==> src/rtl/core/bfa_pkg.sv <==
// ----------------------------------------------------------------------------
// bfa_pkg
// Shared constants, codes and types of the bitmap frame allocator.
// ----------------------------------------------------------------------------
package bfa_pkg;

    localparam int NUM_FRAMES = 1024;
    localparam int PAGE_BYTES = 4096;
    localparam int PAGE_SHIFT = $clog2(PAGE_BYTES);
    localparam int WORD_BITS  = 64;
    localparam int BIT_AW     = $clog2(WORD_BITS);
    localparam int MAP_WORDS  = (NUM_FRAMES + WORD_BITS - 1) / WORD_BITS;
    localparam int WORD_AW    = (MAP_WORDS > 1) ? $clog2(MAP_WORDS) : 1;
    // frame index of any 32-bit address, up to and including 2^20
    localparam int IDX_W      = 33 - PAGE_SHIFT;

    localparam logic [31:0] ALIGN_MASK = 32'(PAGE_BYTES - 1);
    localparam logic [31:0] BASE_RESET = 32'h0010_0000;

    localparam logic [1:0] OP_ALLOC   = 2'd0;
    localparam logic [1:0] OP_RESERVE = 2'd1;
    localparam logic [1:0] OP_FREE    = 2'd2;
    localparam logic [1:0] OP_REGION  = 2'd3;

    localparam logic [1:0] ST_OK         = 2'd0;
    localparam logic [1:0] ST_NONE       = 2'd1;
    localparam logic [1:0] ST_MISALIGNED = 2'd2;
    localparam logic [1:0] ST_RANGE      = 2'd3;

    typedef struct packed {
        logic                 rd_en;
        logic [WORD_AW-1:0]   rd_addr;
        logic                 wr_en;
        logic [WORD_AW-1:0]   wr_addr;
        logic [WORD_BITS-1:0] wr_data;
    } map_req_t;

    // index of the lowest set bit, zero for an empty word
    function automatic logic [BIT_AW-1:0] lowest_set(input logic [WORD_BITS-1:0] w);
        logic [BIT_AW-1:0] r;
        r = '0;
        for (int i = WORD_BITS - 1; i >= 0; i--)
        begin
            if (w[i])
            begin
                r = BIT_AW'(i);
            end
        end
        return r;
    endfunction

endpackage

==> src/rtl/core/bfa_free_map.sv <==
// ----------------------------------------------------------------------------
// bfa_free_map
// Free bitmap store: one word per row, registered read, per-row valid bits
// so that rows never written since reset read as all allocated.
// ----------------------------------------------------------------------------
module bfa_free_map
(
    input  logic                          clk,
    input  logic                          rst_n,
    input  bfa_pkg::map_req_t             req,
    output logic [bfa_pkg::WORD_BITS-1:0] rd_data
);

    logic [bfa_pkg::WORD_BITS-1:0] mem [bfa_pkg::MAP_WORDS];
    logic [bfa_pkg::MAP_WORDS-1:0] valid_reg;
    logic [bfa_pkg::WORD_BITS-1:0] rd_data_reg;
    logic                          rd_valid_reg;

    always_ff @(posedge clk)
    begin
        if (req.wr_en)
        begin
            mem[req.wr_addr] <= req.wr_data;
        end
        if (req.rd_en)
        begin
            rd_data_reg <= mem[req.rd_addr];
        end
    end

    always_ff @(posedge clk or negedge rst_n)
    begin
        if (!rst_n)
        begin
            valid_reg    <= '0;
            rd_valid_reg <= 1'b0;
        end
        else
        begin
            if (req.wr_en)
            begin
                valid_reg[req.wr_addr] <= 1'b1;
            end
            if (req.rd_en)
            begin
                rd_valid_reg <= valid_reg[req.rd_addr];
            end
        end
    end

    assign rd_data = rd_valid_reg ? rd_data_reg : '0;

endmodule

==> src/rtl/core/bitmap_frame_allocator.sv <==
// ----------------------------------------------------------------------------
// bitmap_frame_allocator
// Page-frame allocator over a free bitmap held in a small synchronous RAM.
// ----------------------------------------------------------------------------
// A command is taken when start is high and busy is low; busy stays high until
// the command has finished, and the result appears on frame_addr and status in
// the cycle busy falls, flagged by done, high for a single cycle. The receiver
// cannot stall, so sample the result whenever done is high. Every bitmap word
// goes through the one RAM port pair, one word per cycle: allocate runs decode,
// a read-and-test pass over the words in order, and one write-back; reserve and
// free at an address run decode, a read and a write-back; a region free runs
// decode, the prepare steps, then a read and write-back per bitmap word it
// touches. After reset every frame is allocated; no clearing pass is needed.
// cfg_ready is always high; write base_address only while busy is low.
module bitmap_frame_allocator
(
    input  logic        clk,
    input  logic        rst_n,
    input  logic        start,
    output logic        busy,
    input  logic [1:0]  op,
    input  logic [31:0] addr,
    input  logic [31:0] region_size,
    output logic        done,
    output logic [31:0] frame_addr,
    output logic [1:0]  status,
    input  logic        cfg_valid,
    output logic        cfg_ready,
    input  logic [31:0] cfg_data
);

    localparam int WB = bfa_pkg::WORD_BITS;
    localparam int WA = bfa_pkg::WORD_AW;
    localparam int BA = bfa_pkg::BIT_AW;
    localparam int IW = bfa_pkg::IDX_W;
    localparam int PS = bfa_pkg::PAGE_SHIFT;

    localparam logic [3:0] S_IDLE      = 4'd0;
    localparam logic [3:0] S_DECODE    = 4'd1;
    localparam logic [3:0] S_SCAN      = 4'd2;
    localparam logic [3:0] S_ALLOC     = 4'd3;
    localparam logic [3:0] S_SINGLE_RD = 4'd4;
    localparam logic [3:0] S_SINGLE_WR = 4'd5;
    localparam logic [3:0] S_PREP2     = 4'd6;
    localparam logic [3:0] S_PREP3     = 4'd7;
    localparam logic [3:0] S_SWEEP     = 4'd8;

    localparam logic [32:0] ADDR_TOP  = 33'h1_0000_0000;
    localparam logic [32:0] PAGE_MASK = {21'd0, bfa_pkg::ALIGN_MASK[11:0]};
    localparam logic [IW-1:0] FRAMES  = IW'(bfa_pkg::NUM_FRAMES);

    logic [3:0]    state_reg, state_next;
    logic [1:0]    op_reg, op_next;
    logic [31:0]   addr_reg, addr_next;
    logic [31:0]   size_reg, size_next;
    logic [31:0]   base_reg;
    logic [WA:0]   rd_w_reg, rd_w_next;
    logic          chk_v_reg, chk_v_next;
    logic [WA-1:0] chk_w_reg, chk_w_next;
    logic [WA-1:0] tgt_w_reg, tgt_w_next;
    logic [BA-1:0] bit_reg, bit_next;
    logic [WB-1:0] word_reg, word_next;
    logic [32:0]   upper_reg, upper_next;
    logic [32:0]   lo_reg, lo_next;
    logic [IW-1:0] first_reg, first_next;
    logic [IW-1:0] count_reg, count_next;
    logic [IW-1:0] last_reg, last_next;
    logic [WA-1:0] first_w_reg, first_w_next;
    logic [WA-1:0] last_w_reg, last_w_next;
    logic          done_reg, done_next;
    logic [31:0]   frame_reg, frame_next;
    logic [1:0]    status_reg, status_next;

    bfa_pkg::map_req_t req;
    logic [WB-1:0]     rd_data;

    // decode-time terms
    logic [31:0]   diff;
    logic [IW-1:0] sgl_idx;
    logic [IW-1:0] sgl_word;
    logic [32:0]   end_sum;
    logic [32:0]   end_sat;
    logic [31:0]   lo_max;
    logic [32:0]   lo_up;
    // region terms
    logic [32:0]   span;
    logic [32:0]   off;
    logic [IW:0]   hi_sum;
    logic [IW-1:0] hi;
    logic [IW-1:0] last_idx;
    logic [IW-1:0] first_word;
    logic [IW-1:0] last_word;
    logic [BA-1:0] lo_b;
    logic [BA-1:0] hi_b;
    logic [WB-1:0] sweep_mask;
    // allocate terms
    logic [IW-1:0] alloc_idx;
    logic [32:0]   alloc_off;
    logic [WB-1:0] bit_mask;

    bfa_free_map u_map
    (
        .clk     (clk),
        .rst_n   (rst_n),
        .req     (req),
        .rd_data (rd_data)
    );

    assign busy       = (state_reg != S_IDLE);
    assign cfg_ready  = 1'b1;
    assign done       = done_reg;
    assign frame_addr = frame_reg;
    assign status     = status_reg;

    always_comb
    begin
        diff       = addr_reg - base_reg;
        sgl_idx    = {1'b0, diff[31:PS]};
        sgl_word   = sgl_idx >> BA;

        end_sum    = {1'b0, addr_reg} + {1'b0, size_reg};
        end_sat    = (end_sum > ADDR_TOP) ? ADDR_TOP : end_sum;
        lo_max     = (addr_reg > base_reg) ? addr_reg : base_reg;
        lo_up      = ({1'b0, lo_max} + PAGE_MASK) & ~PAGE_MASK;

        span       = upper_reg - lo_reg;
        off        = lo_reg - {1'b0, base_reg};

        hi_sum     = {1'b0, first_reg} + {1'b0, count_reg};
        hi         = (hi_sum > {1'b0, FRAMES}) ? FRAMES : hi_sum[IW-1:0];
        last_idx   = hi - IW'(1);
        first_word = first_reg >> BA;
        last_word  = last_idx >> BA;

        lo_b       = (chk_w_reg == first_w_reg) ? first_reg[BA-1:0] : '0;
        hi_b       = (chk_w_reg == last_w_reg) ? last_reg[BA-1:0] : '1;
        sweep_mask = ({WB{1'b1}} << lo_b) & ({WB{1'b1}} >> (BA'(WB - 1) - hi_b));

        alloc_idx  = {{(IW - WA - BA){1'b0}}, tgt_w_reg, bit_reg};
        alloc_off  = {alloc_idx, {PS{1'b0}}};
        bit_mask   = {{(WB - 1){1'b0}}, 1'b1} << bit_reg;
    end

    always_comb
    begin
        state_next   = state_reg;
        op_next      = op_reg;
        addr_next    = addr_reg;
        size_next    = size_reg;
        rd_w_next    = rd_w_reg;
        chk_v_next   = 1'b0;
        chk_w_next   = chk_w_reg;
        tgt_w_next   = tgt_w_reg;
        bit_next     = bit_reg;
        word_next    = word_reg;
        upper_next   = upper_reg;
        lo_next      = lo_reg;
        first_next   = first_reg;
        count_next   = count_reg;
        last_next    = last_reg;
        first_w_next = first_w_reg;
        last_w_next  = last_w_reg;
        done_next    = 1'b0;
        frame_next   = frame_reg;
        status_next  = status_reg;
        req          = '0;

        unique case (state_reg)
            S_IDLE:
            begin
                if (start)
                begin
                    op_next    = op;
                    addr_next  = addr;
                    size_next  = region_size;
                    state_next = S_DECODE;
                end
            end

            S_DECODE:
            begin
                frame_next = '0;
                unique case (op_reg)
                    bfa_pkg::OP_ALLOC:
                    begin
                        rd_w_next  = '0;
                        state_next = S_SCAN;
                    end
                    bfa_pkg::OP_RESERVE, bfa_pkg::OP_FREE:
                    begin
                        tgt_w_next = sgl_word[WA-1:0];
                        bit_next   = sgl_idx[BA-1:0];
                        if ((addr_reg & bfa_pkg::ALIGN_MASK) != '0)
                        begin
                            status_next = bfa_pkg::ST_MISALIGNED;
                            done_next   = 1'b1;
                            state_next  = S_IDLE;
                        end
                        else if (addr_reg < base_reg || sgl_idx >= FRAMES)
                        begin
                            status_next = bfa_pkg::ST_RANGE;
                            done_next   = 1'b1;
                            state_next  = S_IDLE;
                        end
                        else
                        begin
                            state_next = S_SINGLE_RD;
                        end
                    end
                    bfa_pkg::OP_REGION:
                    begin
                        upper_next = end_sat & ~PAGE_MASK;
                        lo_next    = lo_up;
                        state_next = S_PREP2;
                    end
                    default:
                    begin
                        state_next = S_IDLE;
                    end
                endcase
            end

            S_SCAN:
            begin
                // read the next word while testing the one read last cycle
                if (rd_w_reg < (WA + 1)'(bfa_pkg::MAP_WORDS))
                begin
                    req.rd_en   = 1'b1;
                    req.rd_addr = rd_w_reg[WA-1:0];
                    rd_w_next   = rd_w_reg + (WA + 1)'(1);
                    chk_v_next  = 1'b1;
                    chk_w_next  = rd_w_reg[WA-1:0];
                end
                if (chk_v_reg)
                begin
                    if (rd_data != '0)
                    begin
                        tgt_w_next = chk_w_reg;
                        bit_next   = bfa_pkg::lowest_set(rd_data);
                        word_next  = rd_data;
                        chk_v_next = 1'b0;
                        state_next = S_ALLOC;
                    end
                    else if (chk_w_reg == WA'(bfa_pkg::MAP_WORDS - 1))
                    begin
                        status_next = bfa_pkg::ST_NONE;
                        done_next   = 1'b1;
                        chk_v_next  = 1'b0;
                        state_next  = S_IDLE;
                    end
                end
            end

            S_ALLOC:
            begin
                if (alloc_idx < FRAMES)
                begin
                    req.wr_en   = 1'b1;
                    req.wr_addr = tgt_w_reg;
                    req.wr_data = word_reg & ~bit_mask;
                    frame_next  = base_reg + alloc_off[31:0];
                    status_next = bfa_pkg::ST_OK;
                end
                else
                begin
                    status_next = bfa_pkg::ST_NONE;
                end
                done_next  = 1'b1;
                state_next = S_IDLE;
            end

            S_SINGLE_RD:
            begin
                req.rd_en   = 1'b1;
                req.rd_addr = tgt_w_reg;
                state_next  = S_SINGLE_WR;
            end

            S_SINGLE_WR:
            begin
                req.wr_en   = 1'b1;
                req.wr_addr = tgt_w_reg;
                req.wr_data = (op_reg == bfa_pkg::OP_FREE) ? (rd_data | bit_mask)
                                                           : (rd_data & ~bit_mask);
                status_next = bfa_pkg::ST_OK;
                done_next   = 1'b1;
                state_next  = S_IDLE;
            end

            S_PREP2:
            begin
                count_next = span[32:PS];
                first_next = off[32:PS];
                if (upper_reg <= lo_reg)
                begin
                    status_next = bfa_pkg::ST_OK;
                    done_next   = 1'b1;
                    state_next  = S_IDLE;
                end
                else
                begin
                    state_next = S_PREP3;
                end
            end

            S_PREP3:
            begin
                last_next    = last_idx;
                first_w_next = first_word[WA-1:0];
                last_w_next  = last_word[WA-1:0];
                rd_w_next    = {1'b0, first_word[WA-1:0]};
                if (first_reg >= FRAMES)
                begin
                    status_next = bfa_pkg::ST_OK;
                    done_next   = 1'b1;
                    state_next  = S_IDLE;
                end
                else
                begin
                    state_next = S_SWEEP;
                end
            end

            S_SWEEP:
            begin
                // rows are distinct, so the write-back never meets the read
                if (rd_w_reg <= {1'b0, last_w_reg})
                begin
                    req.rd_en   = 1'b1;
                    req.rd_addr = rd_w_reg[WA-1:0];
                    rd_w_next   = rd_w_reg + (WA + 1)'(1);
                    chk_v_next  = 1'b1;
                    chk_w_next  = rd_w_reg[WA-1:0];
                end
                if (chk_v_reg)
                begin
                    req.wr_en   = 1'b1;
                    req.wr_addr = chk_w_reg;
                    req.wr_data = rd_data | sweep_mask;
                    if (chk_w_reg == last_w_reg)
                    begin
                        status_next = bfa_pkg::ST_OK;
                        done_next   = 1'b1;
                        chk_v_next  = 1'b0;
                        state_next  = S_IDLE;
                    end
                end
            end

            default:
            begin
                state_next = S_IDLE;
            end
        endcase
    end

    always_ff @(posedge clk or negedge rst_n)
    begin
        if (!rst_n)
        begin
            state_reg   <= S_IDLE;
            base_reg    <= bfa_pkg::BASE_RESET;
            rd_w_reg    <= '0;
            chk_v_reg   <= 1'b0;
            done_reg    <= 1'b0;
            status_reg  <= bfa_pkg::ST_OK;
            frame_reg   <= '0;
        end
        else
        begin
            state_reg   <= state_next;
            rd_w_reg    <= rd_w_next;
            chk_v_reg   <= chk_v_next;
            done_reg    <= done_next;
            status_reg  <= status_next;
            frame_reg   <= frame_next;
            if (cfg_valid && cfg_ready)
            begin
                base_reg <= cfg_data;
            end
        end
    end

    always_ff @(posedge clk)
    begin
        op_reg      <= op_next;
        addr_reg    <= addr_next;
        size_reg    <= size_next;
        chk_w_reg   <= chk_w_next;
        tgt_w_reg   <= tgt_w_next;
        bit_reg     <= bit_next;
        word_reg    <= word_next;
        upper_reg   <= upper_next;
        lo_reg      <= lo_next;
        first_reg   <= first_next;
        count_reg   <= count_next;
        last_reg    <= last_next;
        first_w_reg <= first_w_next;
        last_w_reg  <= last_w_next;
    end

endmodule
==> config.mk <==
export PLATFORM = sky130hd
export DESIGN_NAME = bitmap_frame_allocator
export DESIGN_NICKNAME = d
export VERILOG_FILES = /design/src/rtl/core/bfa_pkg.sv /design/src/rtl/core/bfa_free_map.sv /design/src/rtl/core/bitmap_frame_allocator.sv
export SDC_FILE = /design/constraint.sdc
export NUM_CORES = 2
export LEC_CHECK = 0
export ABC_AREA = 1
export BUFFER_PORTS_ARGS = -buffer_cell sky130_fd_sc_hd__buf_4
export CORE_MARGIN = 3
export CORE_UTILIZATION = 30
export CTS_BUF_LIST = sky130_fd_sc_hd__clkbuf_8 sky130_fd_sc_hd__clkbuf_16
export DETAILED_ROUTE_END_ITERATION = 12
export HOLD_SLACK_MARGIN = 0.08
export PLACE_DENSITY = 0.45
export SKIP_CTS_REPAIR_TIMING = 1
export SYNTH_ARGS = -nofsm -noshare
export SYNTH_HDL_FRONTEND = slang
export SYNTH_SLANG_ARGS = --single-unit
==> constraint.sdc <==
create_clock -name clk -period 7.6 [get_ports clk]
set_input_delay 0.38 -clock clk [delete_from_list [all_inputs] [get_ports clk]]
set_output_delay 0.38 -clock clk [all_outputs]
set_load 0.02 [all_outputs]
==> implementation parameters <==
Parameter                              Value

Status
  Outcome    complete, no violations

Timing
  Setup repair after global routing missed its margin    false
  Final hold violation count    0
  Max-slew violation count    0
  Worst-case setup margin in the final layout    approximately 1900 ps
  Worst Tran Pin Value    1327 ps
  Tmin final    5695 ps
  Setup-failing EPs final    0
  Ratio of final minimum period to clock period    approximately three quarters
  Final worst hold slack    between 100 and 150 ps
  Fin Clk Skew    47.06 ps
  Sum of negative setup slack    0 ps
  Slew margin rel.    11.55%
  Highest clock frequency the design can meet    between 150 and 200 MHz

Finish
  Flip-flop count of the largest register after layout    1024
  Most common cell after layout, fill and taps aside    sky130_fd_sc_hd__edfxtp_1
  Commonest cells after routing, fill and taps aside    sky130_fd_sc_hd__edfxtp_1, sky130_fd_sc_hd__nor2_1, sky130_fd_sc_hd__o21ai_0, sky130_fd_sc_hd__nand2_1, sky130_fd_sc_hd__inv_1
  Layout Nets    approximately 6100
  Final-layout fill cell count    just over 20000
  Synthesis-to-finish area growth    17.48%
  Share of cells above drive strength 1    between 10% and 20%
  Post-layout instance area    approximately 0.075 mm2

Hold path
  Cell depth of the worst min-delay path    3
  Worst hold path endpoint    base_reg[28]
  Class of the tightest hold or removal check    primary input to register
  Worst hold start    cfg_valid

Power and ir drop
  Pwr per Cell Area    between 300 and 400 mW/mm2
  Leakage    roughly 0.027 uW
  Worst IR drop on VDD    between 0.2 and 0.25 mV

Global route
  First-pass GRT wire length    between 300000 and 400000 um
  Maximum number of pins on one net before global-route repair    between 200 and 250
  Overflow left after global routing    0
  Vias in the first global route    43030
  GRT Resource Usage Total    18.53%
  Initial antenna violation count    10

Worst setup path
  Worst-case register-to-register setup slack    about 1900 ps
  Required time worst endpoint    8150 ps
  Maximum cell stage delay along the critical path    about 640 ps
  Cell type of the slowest stage on the worst timing path    sky130_fd_sc_hd__dfrtp_2
  Startpoint of the worst-slack reg-to-reg timing path    u_map.rd_valid_reg
  Crit path launch type    register
  Crit path kind    register to register
  Worst reg2reg path endpoint    bit_reg[0]
  Most frequent cell on the critical path    sky130_fd_sc_hd__nand2_1
  Maximum fanout count along the critical path    46
  CP endpoint kind    register
  Register-to-Register Path Depth    slightly below 60
  Arrival time of the worst setup path    6240 ps

Run
  Maxcap violations    0

Yosys
  Number of distinct standard cells referenced by the synthesized netlist    67
  Leading register cell type out of synthesis    sky130_fd_sc_hd__edfxtp_1
  Cell count after synthesis    approximately 5600
  Number of enable-type register cells in the synthesized netlist    1330
  Most area-hungry cell type in the Yosys netlist    sky130_fd_sc_hd__edfxtp_1
  Number of storage elements in the synthesis netlist    1424
  Sequential-to-total area share from yosys stat    66.31%
  Top cell type's share of synthesized area    between 60 and 70%
  Count of synthesis-stage warnings from yosys    0
  Synth top area cells    sky130_fd_sc_hd__edfxtp_1, sky130_fd_sc_hd__o21ai_0, sky130_fd_sc_hd__nor2_1, sky130_fd_sc_hd__nand2_1, sky130_fd_sc_hd__dfrtp_1
  Area of the mapped netlist    0.06378 mm2
  Net count after synthesis    between 5000 and 6000
  Syn_area_per_cell    roughly 11 um2
  Post-synthesis async set-or-reset flop share    6.601%

Floorplanning
  Die height    roughly 470 um
  Initial Utilization    between 30% and 40%
  Die Outline Area    ~0.22 mm2
  Top-level I/O count    approximately 140
  Overall die width    between 400 and 500 um
  # rows    about 170
  Area of the core region    ~0.21 mm2

Placement
  Post-Place Setup Slack    2056 ps
  Final RePlAce weighted congestion    around 0.95
  IO buf count    approximately 140
  Placed cell areas    0.06862 mm2
  Total half-perimeter wirelength after legalization and detailed placement    between 100000 and 150000 um

Clocking
  CTS Root Buffer Type    sky130_fd_sc_hd__clkbuf_16
  Clock net sink count    around 1400
  Clock buffers created by TritonCTS    162
  Clock latency on the worst-skew pair    between 800 and 900 ps
  CTS tree    done
  H-tree levels    4
  CTS max path bufs    3
  Clock Pin Slew Worst Setup and Hold Paths    60 ps

Drt
  Wire length reported by the detailed router    a little over 200000 um
  Post-DR vias/cell    5.096
  Iteration count of the initial detailed-routing pass    6
  Average wire per standard cell    between 20 and 25 um
  Number of DRC violations after detailed routing    0
  Total via count in the routed design    about 45000
  Antenna-violating nets left    0
  Number of design-rule violations left by the first detailed-router iteration    4219
==> report_power, final <==
| group | internal (uW) | total [uW] | switching, uW |
|---|---|---|---|
| sequential | 10100 | 10600 | 473 |
| clock | 4380 | 7730 | 3350 |
| combinational | 2120 | 7730 | 5610 |
==> how the worst max path moves through the flow <==
stage,startpoint,to,slack (ps)
floorplan,u_map.rd_valid_reg,word_reg[0],1710
detailed placement,u_map.rd_valid_reg,bit_reg[0],2060
global placement,u_map.rd_valid_reg,bit_reg[0],2030
CTS,u_map.rd_valid_reg,bit_reg[0],2000
finish,u_map.rd_valid_reg,bit_reg[0],1910
global route,u_map.rd_valid_reg,bit_reg[0],1430
==> per-layer routing <==
metal  up-vias  share of wire [%]  wire [um]  track usage, %
li1      20770                  -          -               -
met1     22280                 47      97460           26.66
met2      1332                 45      93470           28.79
met3       270                5.5      11450           3.123
met4         0                2.3       4776           5.055
met5         -                  0          0               0
==> logic make-up (layout without fill, tap and decap cells) <==
kind of cell | after synthesis | after routing | synth area share [%]
AOI/OAI and AO/OA | 1549 | 1549 | 14.52
xor gates and xnor gates | 125 | 125 | 1.717
adders and majority gates | 150 | 150 | 2.990
buffers and inverters | 639 | 1009 | 3.828
DFF | 1424 | 1424 | 66.31
muxes | 1 | 1 | 0.01570
other | 1 | 12 | 0.005880
and+or+nand+nor | 1688 | 1688 | 10.61
==> metrics by stage <==
step / total power (uW) / util [%] / instances
finish: 26030 / 35.61 / 8763
global route: 27440 / 35.60 / 8757
CTS: 26260 / 35.13 / 8653
detailed placement: 18420 / 32.61 / 8356
global placement: 18410 / 32.61 / 8356
floorplan: 15370 / - / 5577
==> final cells by class <==
class / count / area (um2) / share of cell area (%)
diodes: 11 / 27.53 / 0.03674
repair buffers: 356 / 3133 / 4.181
flip-flops and latches: 1424 / 42290 / 56.45
multi-input cells: 3514 / 19320 / 25.79
well taps: 2805 / 3510 / 4.684
inverters: 356 / 1356 / 1.810
clock inverters: 129 / 1124 / 1.500
clock buffers: 168 / 4159 / 5.551
==> cells in the mapped netlist (5+ instances only) <==
| cell | number |
|---|---|
| sky130_fd_sc_hd__edfxtp_1 | 1330 |
| sky130_fd_sc_hd__nor2_1 | 860 |
| sky130_fd_sc_hd__o21ai_0 | 783 |
| sky130_fd_sc_hd__nand2_1 | 643 |
| sky130_fd_sc_hd__inv_1 | 346 |
| sky130_fd_sc_hd__clkbuf_1 | 273 |
| sky130_fd_sc_hd__a21oi_1 | 193 |
| sky130_fd_sc_hd__o221ai_1 | 168 |
| sky130_fd_sc_hd__o211ai_1 | 161 |
| sky130_fd_sc_hd__ha_1 | 146 |
| sky130_fd_sc_hd__o22ai_1 | 143 |
| sky130_fd_sc_hd__dfrtp_1 | 93 |
| sky130_fd_sc_hd__xor2_1 | 88 |
| sky130_fd_sc_hd__nand3_1 | 65 |
| sky130_fd_sc_hd__nor3_1 | 38 |
| sky130_fd_sc_hd__xnor2_1 | 37 |
| sky130_fd_sc_hd__or2_2 | 25 |
| sky130_fd_sc_hd__nand4_1 | 21 |
| sky130_fd_sc_hd__o21bai_1 | 15 |
| sky130_fd_sc_hd__a31oi_1 | 14 |
| sky130_fd_sc_hd__o31ai_1 | 12 |
| sky130_fd_sc_hd__nor4_1 | 11 |
| sky130_fd_sc_hd__a211oi_1 | 10 |
| sky130_fd_sc_hd__a21oi_2 | 7 |
| sky130_fd_sc_hd__nand2_2 | 7 |
| sky130_fd_sc_hd__a221oi_1 | 6 |
| sky130_fd_sc_hd__a32o_1 | 6 |
| sky130_fd_sc_hd__clkinv_1 | 6 |
| sky130_fd_sc_hd__o21ai_1 | 6 |
| sky130_fd_sc_hd__a21o_1 | 5 |
| sky130_fd_sc_hd__buf_1 | 5 |
==> worst max-delay path: cells and delay by family (launching register included) <==
family	cells	cell delay, ps
and+or+nand+nor	57	4180
DFF	1	640
buffers and inverters	1	580
Power figures use the tool's default switching activity.
